<file path="src/hdl/gated_ema_sensor_filter_defines.svh">
// Assertion macros shared by the gated EMA sensor filter RTL.
`ifndef GATED_EMA_SENSOR_FILTER_DEFINES_SVH
`define GATED_EMA_SENSOR_FILTER_DEFINES_SVH

// Same-cycle implication, disabled while reset is high.
`define GEMA_ASSERT_NOW(label, clk, rst, ante, cons, msg) \
   label: assert property (@(posedge clk) disable iff (rst) (ante) |-> (cons)) \
      else $error(msg);

// Next-cycle implication, disabled while reset is high.
`define GEMA_ASSERT_NEXT(label, clk, rst, ante, cons, msg) \
   label: assert property (@(posedge clk) disable iff (rst) (ante) |=> (cons)) \
      else $error(msg);

`endif

</file>
<file path="src/hdl/gema_pkg.sv">
// Package: widths, codes and shared types of the gated EMA sensor filter.
`default_nettype none

package gema_pkg;

   // Sample format and accumulator layout
   localparam int SAMPLE_W      = 16;
   localparam int FRACTION_BITS = 8;
   localparam int ACC_W         = SAMPLE_W + FRACTION_BITS;

   // Smoothing weight is in 1/256 units
   localparam int WEIGHT_W     = 9;
   localparam int WEIGHT_SHIFT = 8;
   localparam logic [WEIGHT_W-1:0] WEIGHT_MAX = WEIGHT_W'(1 << WEIGHT_SHIFT);

   // Register file
   localparam int CSR_DATA_W = 32;
   localparam int CSR_ADDR_W = 5;

   typedef enum logic [2:0] {
      REG_TEMP_LOW   = 3'd0,
      REG_TEMP_HIGH  = 3'd1,
      REG_HUMID_LOW  = 3'd2,
      REG_HUMID_HIGH = 3'd3,
      REG_WEIGHT     = 3'd4
   } reg_index_type;

   localparam logic signed [SAMPLE_W-1:0] TEMP_LOW_RESET   = -16'sd4000;
   localparam logic signed [SAMPLE_W-1:0] TEMP_HIGH_RESET  = 16'sd8500;
   localparam logic signed [SAMPLE_W-1:0] HUMID_LOW_RESET  = 16'sd0;
   localparam logic signed [SAMPLE_W-1:0] HUMID_HIGH_RESET = 16'sd10000;
   localparam logic [WEIGHT_W-1:0]        WEIGHT_RESET     = 9'd51;

   // Source status codes on the input
   localparam logic [1:0] SRC_PRESENT   = 2'd0;
   localparam logic [1:0] SRC_NOT_SETUP = 2'd1;

   // Result status codes
   typedef enum logic [1:0] {
      ST_OK        = 2'd0,
      ST_NOT_SETUP = 2'd1,
      ST_READ_FAIL = 2'd2,
      ST_RANGE     = 2'd3
   } status_type;

   // Configuration as seen by the datapath
   typedef struct packed {
      logic signed [SAMPLE_W-1:0] temp_low;
      logic signed [SAMPLE_W-1:0] temp_high;
      logic signed [SAMPLE_W-1:0] humid_low;
      logic signed [SAMPLE_W-1:0] humid_high;
      logic [WEIGHT_W-1:0]        weight;
   } cfg_type;

   // Accumulator controls for one lane
   typedef struct packed {
      logic seed;
      logic update;
   } lane_ctrl_type;

endpackage

`default_nettype wire

</file>
<file path="src/hdl/gema_csr.sv">
// Configuration registers behind the APB-style port.
`default_nettype none

module gema_csr
   import gema_pkg::*;
(
   input  wire logic                  clock,
   input  wire logic                  reset,
   input  wire logic                  csr_psel,
   input  wire logic                  csr_penable,
   input  wire logic                  csr_pwrite,
   input  wire logic [CSR_ADDR_W-1:0] csr_paddr,
   input  wire logic [CSR_DATA_W-1:0] csr_pwdata,
   output logic      [CSR_DATA_W-1:0] csr_prdata,
   output logic                       csr_pready,
   output cfg_type                    cfg
);

   cfg_type       cfg_ff;
   cfg_type       cfg_in;
   reg_index_type index;
   logic          wr_en;

   assign csr_pready = 1'b1;
   assign index      = reg_index_type'(csr_paddr[CSR_ADDR_W-1:2]);
   assign wr_en      = csr_psel && csr_penable && csr_pwrite;

   // Register writes; addresses past the list are ignored
   always_comb begin
      cfg_in = cfg_ff;
      if (wr_en) begin
         case (index)
            REG_TEMP_LOW:   cfg_in.temp_low   = csr_pwdata[SAMPLE_W-1:0];
            REG_TEMP_HIGH:  cfg_in.temp_high  = csr_pwdata[SAMPLE_W-1:0];
            REG_HUMID_LOW:  cfg_in.humid_low  = csr_pwdata[SAMPLE_W-1:0];
            REG_HUMID_HIGH: cfg_in.humid_high = csr_pwdata[SAMPLE_W-1:0];
            REG_WEIGHT:     cfg_in.weight     = csr_pwdata[WEIGHT_W-1:0];
            default:        cfg_in = cfg_ff;
         endcase
      end
   end

   always_ff @(posedge clock) begin
      if (reset) begin
         cfg_ff.temp_low   <= TEMP_LOW_RESET;
         cfg_ff.temp_high  <= TEMP_HIGH_RESET;
         cfg_ff.humid_low  <= HUMID_LOW_RESET;
         cfg_ff.humid_high <= HUMID_HIGH_RESET;
         cfg_ff.weight     <= WEIGHT_RESET;
      end else begin
         cfg_ff <= cfg_in;
      end
   end

   // Read back, signed limits sign-extended
   always_comb begin
      case (index)
         REG_TEMP_LOW:   csr_prdata = CSR_DATA_W'(cfg_ff.temp_low);
         REG_TEMP_HIGH:  csr_prdata = CSR_DATA_W'(cfg_ff.temp_high);
         REG_HUMID_LOW:  csr_prdata = CSR_DATA_W'(cfg_ff.humid_low);
         REG_HUMID_HIGH: csr_prdata = CSR_DATA_W'(cfg_ff.humid_high);
         REG_WEIGHT:     csr_prdata = CSR_DATA_W'(cfg_ff.weight);
         default:        csr_prdata = '0;
      endcase
   end

   assign cfg = cfg_ff;

endmodule

`default_nettype wire

</file>
<file path="src/hdl/gema_lane.sv">
// One filter channel: accumulator register and its seed/EMA update.
`default_nettype none

module gema_lane
   import gema_pkg::*;
(
   input  wire logic                       clock,
   input  wire logic                       reset,
   input  wire lane_ctrl_type              ctrl,
   input  wire logic signed [SAMPLE_W-1:0] sample,
   input  wire logic [WEIGHT_W-1:0]        weight,
   output logic signed [ACC_W-1:0]         acc_next
);

   localparam int DIFF_W = ACC_W + 1;
   localparam int PROD_W = DIFF_W + WEIGHT_W + 1;

   logic signed [ACC_W-1:0]    acc_ff;
   logic signed [ACC_W-1:0]    acc_in;
   logic signed [ACC_W-1:0]    target;
   logic signed [DIFF_W-1:0]   diff;
   logic signed [WEIGHT_W:0]   weight_s;
   logic signed [PROD_W-1:0]   prod;
   logic signed [PROD_W-1:0]   step;

   // Reading moved onto the fixed-point grid
   assign target   = {sample, {FRACTION_BITS{1'b0}}};
   assign diff     = DIFF_W'(target) - DIFF_W'(acc_ff);
   assign weight_s = signed'({1'b0, weight});

   // acc + floor(w * (target - acc) / 256); result stays between acc and target
   assign prod = PROD_W'(diff) * PROD_W'(weight_s);
   assign step = prod >>> WEIGHT_SHIFT;

   always_comb begin
      if (ctrl.seed) begin
         acc_in = target;
      end else if (ctrl.update) begin
         acc_in = acc_ff + step[ACC_W-1:0];
      end else begin
         acc_in = acc_ff;
      end
   end

   always_ff @(posedge clock) begin
      if (reset) begin
         acc_ff <= '0;
      end else begin
         acc_ff <= acc_in;
      end
   end

   assign acc_next = acc_in;

endmodule

`default_nettype wire

</file>
<file path="src/hdl/gated_ema_sensor_filter.sv">
// Top level of the gated EMA sensor filter: input register, gating, two lanes, result register.
// An accepted item passes the input register, then the result register, before its result is shown.
// Throughput: 1 item per cycle unless results stall; each lane's update is one multiply-add.
// A stalled result holds the result register; the input register still takes one item.
// Reset (synchronous, active high) clears both accumulators, the seeded flag, both stage valids
// and loads the register file with its default limits and weight.
`default_nettype none

`include "gated_ema_sensor_filter_defines.svh"

module gated_ema_sensor_filter
   import gema_pkg::*;
(
   input  wire logic                       clock,
   input  wire logic                       reset,
   // input channel
   input  wire logic                       req_valid,
   output logic                            req_ready,
   input  wire logic [1:0]                 req_source_status,
   input  wire logic signed [SAMPLE_W-1:0] req_temp_reading,
   input  wire logic signed [SAMPLE_W-1:0] req_humid_reading,
   // result channel
   output logic                            rsp_valid,
   input  wire logic                       rsp_ready,
   output logic [1:0]                      rsp_result_status,
   output logic signed [SAMPLE_W-1:0]      rsp_filtered_temp,
   output logic signed [SAMPLE_W-1:0]      rsp_filtered_humid,
   output logic                            rsp_result_valid,
   // configuration port
   input  wire logic                       csr_psel,
   input  wire logic                       csr_penable,
   input  wire logic                       csr_pwrite,
   input  wire logic [CSR_ADDR_W-1:0]      csr_paddr,
   input  wire logic [CSR_DATA_W-1:0]      csr_pwdata,
   output logic      [CSR_DATA_W-1:0]      csr_prdata,
   output logic                            csr_pready
);

   cfg_type cfg;

   gema_csr u_csr (
      .clock       (clock),
      .reset       (reset),
      .csr_psel    (csr_psel),
      .csr_penable (csr_penable),
      .csr_pwrite  (csr_pwrite),
      .csr_paddr   (csr_paddr),
      .csr_pwdata  (csr_pwdata),
      .csr_prdata  (csr_prdata),
      .csr_pready  (csr_pready),
      .cfg         (cfg)
   );

   // ---------------- input register ----------------
   logic                       in_valid_ff;
   logic                       in_valid_in;
   logic [1:0]                 in_src_ff;
   logic signed [SAMPLE_W-1:0] in_temp_ff;
   logic signed [SAMPLE_W-1:0] in_humid_ff;
   logic                       advance;
   logic                       rsp_valid_ff;
   logic                       rsp_valid_in;

   // Stage moves when the result register is empty or being drained
   assign advance   = in_valid_ff && (!rsp_valid_ff || rsp_ready);
   assign req_ready = !in_valid_ff || advance;

   always_comb begin
      if (req_valid && req_ready) begin
         in_valid_in = 1'b1;
      end else if (advance) begin
         in_valid_in = 1'b0;
      end else begin
         in_valid_in = in_valid_ff;
      end
   end

   always_ff @(posedge clock) begin
      if (reset) begin
         in_valid_ff <= 1'b0;
      end else begin
         in_valid_ff <= in_valid_in;
      end
   end

   always_ff @(posedge clock) begin
      if (req_valid && req_ready) begin
         in_src_ff   <= req_source_status;
         in_temp_ff  <= req_temp_reading;
         in_humid_ff <= req_humid_reading;
      end
   end

   // ---------------- gating ----------------
   status_type    status;
   logic          in_range;
   logic          good;
   logic          seeded_ff;
   logic          seeded_in;
   logic [WEIGHT_W-1:0] weight_eff;
   lane_ctrl_type lane_ctrl;

   assign in_range = (in_temp_ff  >= cfg.temp_low)  && (in_temp_ff  <= cfg.temp_high) &&
                     (in_humid_ff >= cfg.humid_low) && (in_humid_ff <= cfg.humid_high);

   // Unused source code 3 reports as a read failure
   always_comb begin
      if (in_src_ff == SRC_NOT_SETUP) begin
         status = ST_NOT_SETUP;
      end else if (in_src_ff != SRC_PRESENT) begin
         status = ST_READ_FAIL;
      end else if (!in_range) begin
         status = ST_RANGE;
      end else begin
         status = ST_OK;
      end
   end

   assign good       = advance && (status == ST_OK);
   assign weight_eff = (cfg.weight > WEIGHT_MAX) ? WEIGHT_MAX : cfg.weight;

   // First good item seeds, later ones update
   assign lane_ctrl.seed   = good && !seeded_ff;
   assign lane_ctrl.update = good && seeded_ff;
   assign seeded_in        = seeded_ff || good;

   always_ff @(posedge clock) begin
      if (reset) begin
         seeded_ff <= 1'b0;
      end else begin
         seeded_ff <= seeded_in;
      end
   end

   logic signed [ACC_W-1:0] temp_acc_next;
   logic signed [ACC_W-1:0] humid_acc_next;

   gema_lane u_temp_lane (
      .clock    (clock),
      .reset    (reset),
      .ctrl     (lane_ctrl),
      .sample   (in_temp_ff),
      .weight   (weight_eff),
      .acc_next (temp_acc_next)
   );

   gema_lane u_humid_lane (
      .clock    (clock),
      .reset    (reset),
      .ctrl     (lane_ctrl),
      .sample   (in_humid_ff),
      .weight   (weight_eff),
      .acc_next (humid_acc_next)
   );

   // ---------------- result register ----------------
   logic [1:0]                 rsp_status_ff;
   logic signed [SAMPLE_W-1:0] rsp_temp_ff;
   logic signed [SAMPLE_W-1:0] rsp_humid_ff;
   logic                       rsp_ok_ff;

   always_comb begin
      if (advance) begin
         rsp_valid_in = 1'b1;
      end else if (rsp_ready) begin
         rsp_valid_in = 1'b0;
      end else begin
         rsp_valid_in = rsp_valid_ff;
      end
   end

   always_ff @(posedge clock) begin
      if (reset) begin
         rsp_valid_ff <= 1'b0;
      end else begin
         rsp_valid_ff <= rsp_valid_in;
      end
   end

   // Integer part of the (possibly updated) accumulators
   always_ff @(posedge clock) begin
      if (advance) begin
         rsp_status_ff <= status;
         rsp_temp_ff   <= temp_acc_next[ACC_W-1:FRACTION_BITS];
         rsp_humid_ff  <= humid_acc_next[ACC_W-1:FRACTION_BITS];
         rsp_ok_ff     <= (status == ST_OK);
      end
   end

   assign rsp_valid          = rsp_valid_ff;
   assign rsp_result_status  = rsp_status_ff;
   assign rsp_filtered_temp  = rsp_temp_ff;
   assign rsp_filtered_humid = rsp_humid_ff;
   assign rsp_result_valid   = rsp_ok_ff;

   // ---------------- assertions ----------------
   `GEMA_ASSERT_NOW(a_valid_means_ok, clock, reset,
      rsp_valid_ff && rsp_ok_ff, rsp_status_ff == ST_OK,
      "result flagged valid with a non-ok status")

   `GEMA_ASSERT_NEXT(a_good_seeds, clock, reset,
      good, seeded_ff && rsp_valid_ff && rsp_ok_ff,
      "good item did not leave the filter seeded with a valid result")

   `GEMA_ASSERT_NEXT(a_bad_holds_state, clock, reset,
      !good, temp_acc_next == $past(temp_acc_next) || lane_ctrl.seed || lane_ctrl.update,
      "accumulator moved without a good item")

   `GEMA_ASSERT_NOW(a_stall_blocks_input, clock, reset,
      in_valid_ff && rsp_valid_ff && !rsp_ready, !req_ready,
      "input taken while both stages are stalled")

endmodule

`default_nettype wire

</file>
<file path="config.mk">
export PLATFORM = sky130hd
export DESIGN_NAME = gated_ema_sensor_filter
export DESIGN_NICKNAME = d
export VERILOG_FILES = /design/src/hdl/gema_pkg.sv /design/src/hdl/gema_csr.sv /design/src/hdl/gema_lane.sv /design/src/hdl/gated_ema_sensor_filter.sv
export VERILOG_INCLUDE_DIRS = /design/src /design/src/hdl
export SDC_FILE = /design/constraint.sdc
export NUM_CORES = 2
export LEC_CHECK = 0
export BUFFER_PORTS_ARGS = -buffer_cell sky130_fd_sc_hd__buf_2
export CORE_MARGIN = 4
export CORE_UTILIZATION = 50
export CTS_BUF_LIST = sky130_fd_sc_hd__clkbuf_2
export DETAILED_ROUTE_END_ITERATION = 8
export PLACE_DENSITY = 0.71
export SLEW_MARGIN = 20
export SYNTH_ARGS = -nofsm -noshare
export SYNTH_HDL_FRONTEND = slang
export SYNTH_SLANG_ARGS = --single-unit
</file>
<file path="constraint.sdc">
create_clock -name clock -period 8.72 [get_ports clock]
set_input_delay 0.436 -clock clock [delete_from_list [all_inputs] [get_ports clock]]
set_output_delay 0.436 -clock clock [all_outputs]
set_load 0.02 [all_outputs]
</file>
==> run_results.csv <==
group,metric,value,unit
grt,grt_max_degree,79,
timing,fin_setup_tns,-3.13,ns
setup_path,r2r_end,"rsp_filtered_temp[15]",
setup_path,crit_start,"in_temp_ff[0]",
clock_network,root_buffer,"clkbuf_2",
outcome,status,"finished with violations",
floorplanning,io-pin-count,148,
setup_path,crit_fanout,5,
placement,gp_congestion,0.977,
logic_synthesis,ys_async_sr_fraction,0,%
floorplanning,rows,85,
power_and_ir_drop,peakVddDrop,0.351,mV
placement,post-dp-hpwl,64400,um
drt,drtPass1Iterations,8,
clock_network,numClockSinks,193,
floorplanning,die_area,58500,um2
logic_synthesis,netlist_instances,3177,
logic_synthesis,ys.flop_type,"dfxtp_1",
timing,setup_viol,14,
grt,grt_pass1_vias,24800,
timing,max_freq,110,MHz
setup_path,startpoint_type,"flip-flop",
timing,min_period_over_period,104,%
clock_network,cts_tree,"yes",
setup_path,worstSetupPathType,"flip-flop to flip-flop",
setup_path,crit_path_end_kind,"flip-flop",
setup_path,max_stage_delay,0.55,ns
timing,tightestPinTransition,1.03,ns
logic_synthesis,ys_seq_elements,193,
setup_path,worst-r2r-cell-count,37,
setup_path,critPathCapture,"rsp_filtered_temp[15]",
layout,fin_nets,4460,
floorplanning,core_area,54000,um2
drt,post_drt_wl_per_cell,18.8,um
timing,fin_skew,0.0693,ns
setup_path,worst_ep_arrival_time,10.01,ns
timing,setup_ws,-0.348,ns
drt,initialDrtViolationCount,1952,
layout,fin_util,63.8,%
placement,place_area,31400,um2
power_and_ir_drop,cellLeakagePower,16.8,nW
worst_hold_path,worstHoldStart,"rsp_ready",
grt,grt_remaining_overflow,0,
drt,drc,0,
outcome,violations,"setup timing",
layout,final_common_cell,"inv_1",
layout,area_delta_synth_final,26.1,%
grt,grt.total_usage,28.0,%
drt,wirelength,83800,um
logic_synthesis,syn_nets,3879,
floorplanning,die_w,242,um
floorplanning,die_y,242,um
setup_path,cp_common_cell,"fa_1",
logic_synthesis,synthDistinctLibCells,90,
setup_path,slowest_stage,"fa_1",
drt,drtAntennaViolNets,0,
logic_synthesis,yosysTopAreaCell,"fa_1",
clock_network,clock_path_buffers,2,
layout,drive_gt1_share,23.2,%
logic_synthesis,syn_area,27400,um2
layout,layout_common_cells,"inv_1, buf_4, nand2_1, fa_1, ha_1",
logic_synthesis,avgSynthCellArea,8.61,um2
timing,hold_viol,0,
drt,vias,24700,
grt,grt_pass1_wl,130000,um
floorplanning,start_util,50.6,%
logic_synthesis,ys_seq_area_share,16.7,%
timing,slew_violations,0,
setup_path,reg2reg_slack,-0.35,ns
setup_path,r2r_start,"in_temp_ff[0]",
drt,vias_per_cell,5.52,
worst_hold_path,hold_path.class,"primary input to flip-flop",
timing,relSlewSlack,31.0,%
clock_network,insertion_delay,1.16,ns
power_and_ir_drop,powerDensity,297,nW/um2
placement,portBuffers,128,
layout,nFillCells,4434,
timing,rsz0062_at_grt,"true",
grt,antenna_found_initial,2,
clock_network,cts_max_level,4,
power_and_ir_drop,finalPower,10.3,mW
logic_synthesis,synth-edff-count,69,
logic_synthesis,yosysWarnings,0,
timing,finalCriticalPeriod,9.07,ns
clock_network,cts.reportedPaths.clkPinSlew,0.33,ns
clock_network,cts_inserted_buffers,17,
setup_path,required,9.66,ns
logic_synthesis,yosys-top-cells-area,"fa_1, ha_1, dfxtp_1",
flow_run,drv_cap,0,
layout,fin_area,34500,um2
logic_synthesis,synth_top_area_share,25.3,%
-- worst min path at each step --
| stage | endpoint | depth (start not counted) |
|---|---|---|
| floorplan | u_csr.cfg[38] | 2 |
| global placement | u_csr.cfg[23] | 2 |
| detailed placement | u_csr.cfg[31] | 2 |
| CTS | u_csr.cfg[67] | 4 |
| global route | u_csr.cfg[47] | 4 |
| finish | rsp_valid | 5 |
-- synthesized netlist by cell type, types with 7 or more instances --
library cell  count
o21ai_0          41
o21a_1           24
o21bai_1         23
nand3_1          41
buf_2            11
mux4_2            7
o21ai_1           7
a31oi_1          16
a2111oi_0         7
nand2_1         420
xor2_1           36
o211ai_1         23
or3_1             8
o22ai_1          13
nand4_1          23
ha_1            278
mux2i_1          47
inv_1           521
fa_1            346
nand2b_1         14
a21o_1           63
clkbuf_1         94
nor2b_1          34
a21oi_1         198
or2_2            11
nor2_1          247
and3_1           24
xnor2_1         106
o31ai_1           7
dfxtp_1         124
nor3_1           39
edfxtp_1         69
and2_1           88
buf_4            17
a211oi_1         35
-- cell type report --
| cell class | count | area, um2 | area share (%) |
|---|---|---|---|
| multi-input cells | 2331 | 21600 | 62.7 |
| repair buffers | 691 | 5210 | 15.1 |
| flip-flops and latches | 193 | 4570 | 13.2 |
| inverters | 524 | 1970 | 5.70 |
| well taps | 696 | 871 | 2.52 |
| clock inverters | 15 | 158 | 0.457 |
| clock buffers | 17 | 85.1 | 0.247 |
| diodes | 3 | 7.51 | 0.0218 |
-- critical path, delay by kind of cell (launching register included) --
family	cells	cell delay [ns]
DFF	1	0.51
AOI/OAI and AO/OA	13	1.89
and+or+nand+nor	8	2.01
muxes	1	0.21
buffers and inverters	4	0.23
adders and majority gates	8	3.34
xor gates and xnor gates	3	0.69
-- repair_timing --
item | 4_1_cts | 5_1_grt
endpoints found under the setup margin | 37 | 47
gates resized for setup | 69 | 181
pin swaps | 47 | 194
hold buffers | 106 | 0
hold endpoints to repair | 129 | 0
buffers inserted | 25 | 46
-- routing by layer --
layer | up-vias | GRT usage [%] | share of wire, %
met2 | 963 | 47.3 | 48
met3 | 227 | 4.72 | 6.9
li1 | 11500 | - | -
met1 | 12000 | 35.8 | 40
met5 | - | 0 | 0
met4 | 0 | 11.1 | 4.7
-- registers in the layout, summed over array words and instances, names as in the netlist, 2 cells and up --
| signal | count |
|---|---|
| u_csr.cfg | 73 |
| u_humid_lane.acc_ff | 24 |
| u_temp_lane.acc_ff | 24 |
| in_humid_ff | 16 |
| in_temp_ff | 16 |
| rsp_filtered_humid | 16 |
| rsp_filtered_temp | 16 |
| in_src_ff | 2 |
| rsp_result_status | 2 |
-- where the power goes --
group	switching (mW)	internal [mW]	total [mW]	leakage, nW
combinational	4.32	4.46	8.78	15.0
clock	0.402	0.0993	0.501	0.149
sequential	0.0196	0.956	0.976	1.67
-- logic make-up (layout without fill, tap and decap cells) --
logic type / count (synthesis) / count (layout) / synth area share (%)
and+or+nand+nor: 988 / 988 / 16.5
buffers and inverters: 653 / 1247 / 9.30
adders and majority gates: 624 / 624 / 38.0
AOI/OAI and AO/OA: 517 / 517 / 12.4
DFF: 193 / 193 / 16.7
xor gates and xnor gates: 143 / 143 / 4.63
muxes: 58 / 58 / 2.46
other: 1 / 4 / 0.0137
-- stage by stage --
step	worst slack (ns)	cells	hold WS [ns]
final	-0.348	4470	0.111
after global routing	-0.706	4469	0.0531
after CTS	-0.227	4423	0.00109
after detailed placement	-0.415	4260	0.473
after global placement	-0.309	4260	0.471
after floorplan	-0.00238	3177	0.446
Power figures use the tool's default switching activity.
